**src/rtl/tbc_pkg.sv**
```systemverilog
// Shared types and constants for the triangle backface cull block.
// Used by tbc_front, tbc_queue, tbc_back and triangle_backface_cull.
package tbc_pkg;

  localparam int COORD_BITS_DEF       = 32;
  localparam int NORMAL_FRAC_BITS_DEF = 14;
  localparam int SCALE_LIMIT          = 30;
  localparam int EYE_W                = SCALE_LIMIT + 1;
  localparam int QUEUE_DEPTH          = 4;

  // configuration register indexes
  localparam logic [1:0] REG_CAMERA_X = 2'd0;
  localparam logic [1:0] REG_CAMERA_Y = 2'd1;
  localparam logic [1:0] REG_CAMERA_Z = 2'd2;

  // classified triangle, handed from front to back
  typedef struct packed {
    logic                              degen;
    logic [2:0]                        c_neg;
    logic [2:0][SCALE_LIMIT-1:0]       c_mag;
    logic [2:0][EYE_W-1:0]             eye;
  } tbc_tri_t;

  typedef struct packed {
    logic full;
    logic empty;
  } tbc_qstat_t;

endpackage

```
**src/rtl/tbc_queue.sv**
```systemverilog
// Short FIFO of classified triangles between front and back parts.
// Uses tbc_pkg for the entry type and depth.
module tbc_queue (
  input  logic                clk,
  input  logic                rst_n,
  input  logic                push,
  input  tbc_pkg::tbc_tri_t   push_data,
  input  logic                pop,
  output tbc_pkg::tbc_tri_t   pop_data,
  output tbc_pkg::tbc_qstat_t stat
);
  import tbc_pkg::*;

  localparam int AW = $clog2(QUEUE_DEPTH);

  tbc_tri_t      mem_r [QUEUE_DEPTH];
  logic [AW-1:0] wr_r, wr_nxt, rd_r, rd_nxt;
  logic [AW:0]   cnt_r, cnt_nxt;

  assign stat.full  = (cnt_r == (AW+1)'(QUEUE_DEPTH));
  assign stat.empty = (cnt_r == '0);
  assign pop_data   = mem_r[rd_r];

  always_comb begin
    wr_nxt  = (wr_r == AW'(QUEUE_DEPTH - 1)) ? '0 : wr_r + 1'b1;
    rd_nxt  = (rd_r == AW'(QUEUE_DEPTH - 1)) ? '0 : rd_r + 1'b1;
    cnt_nxt = cnt_r + (AW+1)'(push) - (AW+1)'(pop);
  end

  always_ff @(posedge clk) begin
    if (!rst_n) begin
      wr_r  <= '0;
      rd_r  <= '0;
      cnt_r <= '0;
    end else begin
      if (push) wr_r <= wr_nxt;
      if (pop)  rd_r <= rd_nxt;
      cnt_r <= cnt_nxt;
    end
  end

  always_ff @(posedge clk) begin
    if (push) mem_r[wr_r] <= push_data;
  end

endmodule

```
**config.mk**
```make
export PLATFORM = sky130hd
export DESIGN_NAME = tbc_queue
export DESIGN_NICKNAME = d
export VERILOG_FILES = /design/src/rtl/tbc_pkg.sv /design/src/rtl/tbc_queue.sv
export SDC_FILE = /design/constraint.sdc
export NUM_CORES = 1
export LEC_CHECK = 0
export ABC_AREA = 1
export BUFFER_PORTS_ARGS = -buffer_cell sky130_fd_sc_hd__buf_2
export CAP_MARGIN = 10
export CORE_MARGIN = 1.5
export CORE_UTILIZATION = 52
export DETAILED_ROUTE_END_ITERATION = 10
export PLACE_DENSITY = 0.8
export RECOVER_POWER = 100
export SLEW_MARGIN = 20
export SYNTH_ARGS = -nofsm -noshare
export SYNTH_HDL_FRONTEND = slang
export SYNTH_SLANG_ARGS = --single-unit
```
**constraint.sdc**
```tcl
create_clock -name clk -period 5.35 [get_ports clk]
set_clock_uncertainty 0.1 [all_clocks]
set_input_delay 1.07 -clock clk [delete_from_list [all_inputs] [get_ports clk]]
set_output_delay 1.07 -clock clk [all_outputs]
set_load 0.05 [all_outputs]
```
# Word-level counts from Yosys, hierarchy flattened
# Memory sizes are Yosys's and may differ from the RTL's. A register that Yosys moved wholly into a read port is not among the register bits.
# Cells that the tools add are included.
# totals
elab_cells	18
input_bits	191
ff_bits	7
mem_count	1
ramBits	748
out_inout_bits	189
# classes
add_sub_neg	4
muxes	6
reduce_logical	1
n_eq_ne	3
# memory_table
memory	words	word_bits	read_ports	rd_clocked_by_memory_dff	wr	line_no	source
mem_r	4	187	1	1	1	tbc_queue.sv:16	tbc_tri_t mem_r [QUEUE_DEPTH];
# op_table
op	count
2-bit two-way mux	4
2-bit by 1-bit adder with 2-bit output (second input constant)	2
2-bit equality test (second input constant)	2
3-bit by 1-bit adder with 3-bit output	1
3-bit equality test (second input constant)	1
3-bit logical NOT	1
3-bit by 1-bit subtractor with 3-bit output	1
1-bit two-way mux	2

# Longest topological paths before layout
# Gate-level depths: netlist of the first run.
# logic_depth
ltp_word	4
mapped_depth	8
ltp_nobuf	8

# Worst setup path after synthesis of the first run
# OpenSTA, ideal clock, no wires.
# synth_timing
path_type	input -> register
start	input port push
end	memory mem_r[3][0] (netlist name) (enable)
path_stages	3
setup_ps	540
required_time_ps	4710
path_slack_ps	-179
arrival_time_ps	4889
path_buffers	1
path_cell_list	buf_2 nand2_1 inv_1
# synth_via
elab_chain_cells	2
# synth_lines
element	line_no	source
from (decl)	tbc_queue.sv:6	input logic push,
1-bit two-way mux	tbc_queue.sv:43	if (push) mem_r[wr_r] <= push_data;
1-bit two-way mux (not written as such)	tbc_queue.sv:43	
to (decl)	tbc_queue.sv:16	
# No other way between the ends.

==> results of run 1 <==
registers in the layout (all words and copies together), names as in the netlist, named ones only:
| name | flops |
|---|---|
| mem_r | 748 |
| cnt_r | 3 |
| rd_r | 2 |
| wr_r | 2 |
cells by family (layout without fill, tap and decap cells):
logic type | after synthesis | after routing | share of synthesized area [%]
flops | 757 | 757 | 75.9
compound gates | 565 | 565 | 11.0
buf+inv | 515 | 925 | 7.74
simple gates | 395 | 395 | 4.98
fa+ha+maj | 8 | 8 | 0.360
xor+xnor | 1 | 1 | 0.0293
other cells | 0 | 6 | 0
power by group through the flow:
stage	registers, uW	logic, uW	clock network, uW
final	6920	1920	5050
after global routing	6940	2060	5360
after CTS	6900	2000	5130
after detailed placement	7030	1990	0
after global placement	7010	1940	0
after floorplan	7020	1470	0
layer usage:
metal | global-route usage, % | share of wire [%] | wire, um
met5 | 0 | 0.12 | 71
met1 | 24.5 | 38 | 22400
met2 | 34.7 | 50 | 30000
met3 | 5.34 | 9.2 | 5480
met4 | 7.91 | 2.9 | 1720
critical path, delay by kind of cell (launching register included):
| family | cells | cell delay, ns |
|---|---|---|
| buf+inv | 2 | 1.66 |
| simple gates | 1 | 0.15 |
| compound gates | 1 | 0.20 |
| flops | 1 | 0.60 |
area by class of cell:
class                           count  area [um2]
Tap cell                          756         946
Antenna cell                        6        15.0
Sequential cell                   757       22600
Timing Repair Buffer              402        1700
Multi-Input combinational cell    969        4900
Inverter                          389        1470
Clock inverter                     35         334
Clock buffer                       99        2050
Fill cell                        4232       22500
cell usage after synthesis (3+ instances only):
cell / count / share of area (%)
buf_2: 85 / 1.4
dfxtp_1: 9 / 0.60
a21oi_1: 190 / 3.2
clkbuf_2: 3 / 0.050
nor2_1: 7 / 0.088
o21ai_0: 144 / 2.4
o211ai_1: 187 / 4.7
edfxtp_1: 748 / 75
nand2_1: 385 / 4.8
buf_6: 35 / 1.3
ha_1: 7 / 0.29
inv_1: 389 / 4.9
o21ai_1: 44 / 0.74
worst paths after layout:
kind	from	endpoint	slack (ns)
worst max-delay path	flip-flop	pop_data[185]	0.78
worst min-delay path	rd_r[0]	flip-flop	0.41
worst max register to register	wr_r[0]	mem_r[0][20]	0.99
worst min register to register	rd_r[0]	flip-flop	0.41
per-stage QoR:
stage | hold WS (ns) | area [um2] | util (%) | setup WS [ns]
2_1_floorplan | 0.371 | 29900 | - | 0.762
3_3_place_gp | 0.378 | 32200 | 56.9 | 2.00
3_5_place_dp | 0.400 | 32200 | 56.9 | 2.04
4_1_cts | 0.411 | 34600 | 61.1 | 1.37
5_1_grt | 0.444 | 34100 | 60.2 | 0.606
6_report | 0.412 | 34100 | 60.2 | 0.775
==> metrics.md, run 1 <==
| Metric | Value |
|---|---|
| Synthesized net count | `2440` |
| Setup TNS | `0 ns` |
| Cells after DPL | `3273` |
| Max Slew Vio Count | `773` |
| First-pass GRT wire length | `93.4 mm` |
| Post-CTS Hold Buffers | `0` |
| Area grow syn2layout | `14.1%` |
| Yosys reg bits | `757` |
| Routed wire length | `59.7 mm` |
| Iteration-0 DRC count of the detailed router | `1370` |
| RSZ-0062 raised after global routing | `no` |
| Worst setup SP type | `flip-flop` |
| DRT Pass-1 Iters | `5` |
| Ratio of cells with drive above 1 in the final layout | `7.58%` |
| Worst R2R Path Depth | `5` |
| Commonest non-fill, non-tap cell in the layout | `edfxtp_1` |
| Max FO, Critical Path | `130` |
| Num CTS Buffers | `77` |
| Max Cap Viol | `9` |
| Failing checks | `max-capacitance violations, max-slew violations` |
| Syn Std Cell Area | `0.0298 mm2` |
| Grt total ovfl | `0` |
| Netlist cell types | `19` |
| Fin cells | `3413` |
| Clock-pin slew on the worst setup and hold paths | `0.06 ns` |
| Dpl hpwl | `35.1 mm` |
| Final worst path period share | `85.5%` |
| Most frequent cells in the layout | `edfxtp_1 (748), inv_1 (385), nand2_1 (385), clkbuf_1 (329), a21oi_1 (190)` |
| Pwr dens | `408 mW/mm2` |
| Synth Warn # | `0` |
| Post-layout nets | `2795` |
| Pin count of the biggest net entering global routing | `181` |
| Clk pwr share | `36.4%` |
| Gates resized, CTS repair | `0` |
| Synth Flop Type | `edfxtp_1` |
| Die Ht | `243 um` |
| Worst vdd ir | `0.391 mV` |
| PortBufs | `379` |
| Number of global-route vias before repair | `18100` |
| Syn_area_per_cell | `13.3 um2` |
| Largest stage delay, worst path | `1.17 ns` |
| Drc violations | `0` |
| Critical path required time | `4.18 ns` |
| Width of the die | `243 um` |
| Async set-or-reset flop fraction in the synthesized netlist | `0%` |
| Worst hold path cell count | `2` |
| Core area | `0.0566 mm2` |
| Initial antenna violation count | `8` |
| Internal power | `10100 uW` |
| Maximum clock path buffer count | `3` |
| Starting Density | `52.7%` |
| CP endpoint kind | `primary output` |
| FP Rows | `87` |
| Switching part of the total | `27.0%` |
| CP Class | `flip-flop to primary output` |
| Minimum clock period | `4.57 ns` |
| Headroom to the max-slew limit | `-88.9%` |
| Vias/cell | `5.25` |
| Tightest Pin Transition | `2.83 ns` |
| WL per Instance | `17.5 um` |
| Hold Path Class | `flip-flop to flip-flop` |
| Fin. Hold Viols | `0` |
| Post-synth EDFFs | `748` |
| TritonCTS clock tree | `yes` |
| Maximum clock rate | `219 MHz` |
| H-tree levels | `3` |
| Setup violations, final | `0` |
| CTS sink cnt | `757` |
| Post-CTS setup buffer count | `0` |
| Io pins | `380` |
| P_sw | `3750 uW` |
| Total global-route track usage | `20.2%` |
| Post-synthesis sequential area ratio | `75.9%` |
| Outcome | `finished with violations` |
| Worst path arrival time | `3.40 ns` |
| Total power after layout | `13900 uW` |
| Sequential Power Share | `49.8%` |
| Routability cong. | `0.765` |
| Post-Synthesis Cells | `2241` |
| Root Driver | `clkbuf_16` |
| Leakage power | `0.0125 uW` |
| Via count | `17900` |
| Logic pwr share | `13.8%` |
| CP Cell Sequence | `clkbuf_4, o211ai_1, nand2_1, clkbuf_1` |
| Die area | `0.0588 mm2` |
| Clock insertion delay at the later pin of the skew report | `0.62 ns` |
| Antenna Nets Post-Route | `0` |
| CP max stage cell | `clkbuf_4` |
(Power assumes the default switching activity.)
==> run 2, diff against run 1 <==
--- a/config.mk
+++ b/config.mk
@@ -8,6 +8,7 @@
 export ABC_AREA = 1
 export BUFFER_PORTS_ARGS = -buffer_cell sky130_fd_sc_hd__buf_2
 export CAP_MARGIN = 10
+export CORE_ASPECT_RATIO = 1.75
 export CORE_MARGIN = 1.5
 export CORE_UTILIZATION = 52
 export DETAILED_ROUTE_END_ITERATION = 10
==> run 2 against run 1 <==
Compared with the run above:
- the flow still finishes with violations (max-capacitance violations, max-slew violations)
- global-route usage increased by 0.90 points
- critical path depth unchanged
- die area about the same
- sequential share of layout area up 0.18 points
- utilization is 0.48 points lower
- register-to-register slack better by 0.08 ns
- wire length rose by 4.1%
- first-iteration DRC count decreased by 7.6%
- non-clock buffer count up 2
- design area down 0.29%
- setup slack gained 0.12 ns
- sequential cell count unchanged
- critical endpoint is now pop_data[82]
- largest power group unchanged
==> metrics.md, run 2 (same netlist as run 1, synthesis figures left out) <==
| Metric | Value |
|---|---|
| Outcome | `finished with violations (unchanged)` |
| Failing checks | `max-capacitance violations, max-slew violations (unchanged)` |
| RSZ-0062 raised after global routing | `no (unchanged)` |
| Fin. Hold Viols | `0 (unchanged)` |
| Maximum clock rate | `224 MHz (was 219 MHz)` |
| Dpl hpwl | `37.3 mm (was 35.1 mm)` |
| DRT Pass-1 Iters | `5 (unchanged)` |
| Max Slew Vio Count | `673 (was 773)` |
| Post-CTS setup buffer count | `0 (unchanged)` |
| Internal power | `9790 uW (was 10100 uW)` |
| Post-layout nets | `2786 (was 2795)` |
| H-tree levels | `3 (unchanged)` |
| Grt total ovfl | `0 (unchanged)` |
| Iteration-0 DRC count of the detailed router | `1266 (was 1370)` |
| Total global-route track usage | `21.1% (was 20.2%)` |
| Minimum clock period | `4.46 ns (was 4.57 ns)` |
| Initial antenna violation count | `16 (was 8)` |
| Clk pwr share | `34.3% (was 36.4%)` |
| Final worst path period share | `83.3% (was 85.5%)` |
| Clock-pin slew on the worst setup and hold paths | `0.06 ns (about the same)` |
| Pin count of the biggest net entering global routing | `115 (was 181)` |
| Final core occ | `59.7% (was 60.2%)` |
| Routability cong. | `0.748 (was 0.765)` |
| Gates resized, CTS repair | `0 (unchanged)` |
| Headroom to the max-slew limit | `-130% (was -88.9%)` |
| Antenna Nets Post-Route | `0 (unchanged)` |
| Sequential Power Share | `51.3% (was 49.8%)` |
| Switching part of the total | `27.4% (was 27.0%)` |
| Die Ht | `320 um (was 243 um)` |
| Pwr dens | `397 mW/mm2 (was 408 mW/mm2)` |
| Place WS | `2.10 ns (was 2.04 ns)` |
| TritonCTS clock tree | `yes (unchanged)` |
| Routed wire length | `62.2 mm (was 59.7 mm)` |
| PortBufs | `379 (unchanged)` |
| Worst vdd ir | `0.397 mV (was 0.391 mV)` |
| Top Registers | `mem_r: 748 flops, cnt_r: 3 flops (unchanged)` |
| Setup TNS | `0 ns (unchanged)` |
| Commonest non-fill, non-tap cell in the layout | `edfxtp_1 (unchanged)` |
| Max FO, Critical Path | `93 (was 130)` |
| Worst setup SP type | `flip-flop (unchanged)` |
| P_sw | `3700 uW (was 3750 uW)` |
| First-pass GRT wire length | `95.2 mm (was 93.4 mm)` |
| Tightest Pin Transition | `3.44 ns (was 2.83 ns)` |
| Clock insertion delay at the later pin of the skew report | `0.58 ns (was 0.62 ns)` |
| Post-route setup slack | `0.892 ns (was 0.775 ns)` |
| CP Class | `flip-flop to primary output (unchanged)` |
| Most frequent cells in the layout | `edfxtp_1 (748), inv_1 (385), nand2_1 (385), clkbuf_1 (275), a21oi_1 (190) (was edfxtp_1 (748), inv_1 (385), nand2_1 (385), clkbuf_1 (329), a21oi_1 (190))` |
| Hold Path Class | `flip-flop to flip-flop (unchanged)` |
| Critical path required time | `4.18 ns (about the same)` |
| Leakage power | `0.0125 uW (about the same)` |
| CTS sink cnt | `757 (unchanged)` |
| Post-CTS Hold Buffers | `0 (unchanged)` |
| Number of flip-flops in the largest register | `748 (unchanged)` |
| Drc violations | `0 (unchanged)` |
| Max Cap Viol | `9 (unchanged)` |
| Worst path arrival time | `3.29 ns (was 3.40 ns)` |
| Starting Density | `52.5% (was 52.7%)` |
| Width of the die | `184 um (was 243 um)` |
| WL per Instance | `18.2 um (was 17.5 um)` |
| Num CTS Buffers | `66 (was 77)` |
| Die area | `0.0589 mm2 (was 0.0588 mm2)` |
| FP Rows | `116 (was 87)` |
| Setup violations, final | `0 (unchanged)` |
| Logic pwr share | `14.4% (was 13.8%)` |
| CP endpoint kind | `primary output (unchanged)` |
| Root Driver | `clkbuf_16 (unchanged)` |
| Vias/cell | `5.28 (was 5.25)` |
| Io pins | `380 (unchanged)` |
| Ratio of cells with drive above 1 in the final layout | `9.06% (was 7.58%)` |
| Number of global-route vias before repair | `18500 (was 18100)` |
| Core area | `0.0569 mm2 (was 0.0566 mm2)` |
| Maximum clock path buffer count | `3 (unchanged)` |
| Area grow syn2layout | `13.8% (was 14.1%)` |
| Top reg by flops | `mem_r (unchanged)` |
| Via count | `18000 (was 17900)` |
-- run 2: cell types whose count changed in the layout (fill, tap and decap cells not counted), sizes merged --
cell,change
clkinv,-1
clkbuf,-70
buf,+53
diode,+8
clkinvlp,+3
dlymetal6s4s,+1
-- run 2: worst max-delay path, cell delays in order, from the launching register on --
cell      delay (ns)
dfxtp_2         1.43
buf_12          0.43
o211ai_1        0.15
nand2_1         0.09
clkbuf_1        0.56
-- run 2: per-stage QoR --
stage,power (uW),hold slack (ns),cell area [um2],std cells
2_1_floorplan,8490,0.371,29900,2241
3_3_place_gp,8950,0.375,32300,3286
3_5_place_dp,9030,0.412,32300,3286
4_1_cts,13600,0.422,34400,3404
5_1_grt,14000,0.474,34000,3415
6_report,13500,0.417,34000,3418
-- run 2: worst paths after layout --
path,startpoint,endpoint,slack (ns),depth (start not counted)
setup / recovery,flip-flop,pop_data[82],0.89,4
hold / removal,rd_r[0],flip-flop,0.42,2
setup reg to reg,wr_r[0],mem_r[0][93],1.07,5
hold reg to reg,rd_r[0],flip-flop,0.42,2
-- run 2: power groups by stage --
stage / sequential (uW) / clock [uW] / combinational [uW]
floorplan: 7020 / 0 / 1470
global placement: 7020 / 0 / 1940
detailed placement: 7040 / 0 / 1990
CTS: 6910 / 4730 / 2000
global route: 6950 / 4960 / 2070
finish: 6930 / 4630 / 1940
-- run 2: metal layers --
layer	global-route usage, %	part of all wire [%]
met5	0	0.088
met4	11.5	4.3
met3	5.17	7.1
met2	38.3	53
met1	22.2	36
-- run 2: cell type report --
type	count	area, um2
Fill cell	4343	22900
Sequential cell	757	22600
Multi-Input combinational cell	969	4900
Timing Repair Buffer	404	1850
Clock buffer	81	1740
Inverter	389	1470
Tap cell	767	960
Clock inverter	37	369
Antenna cell	14	35.0
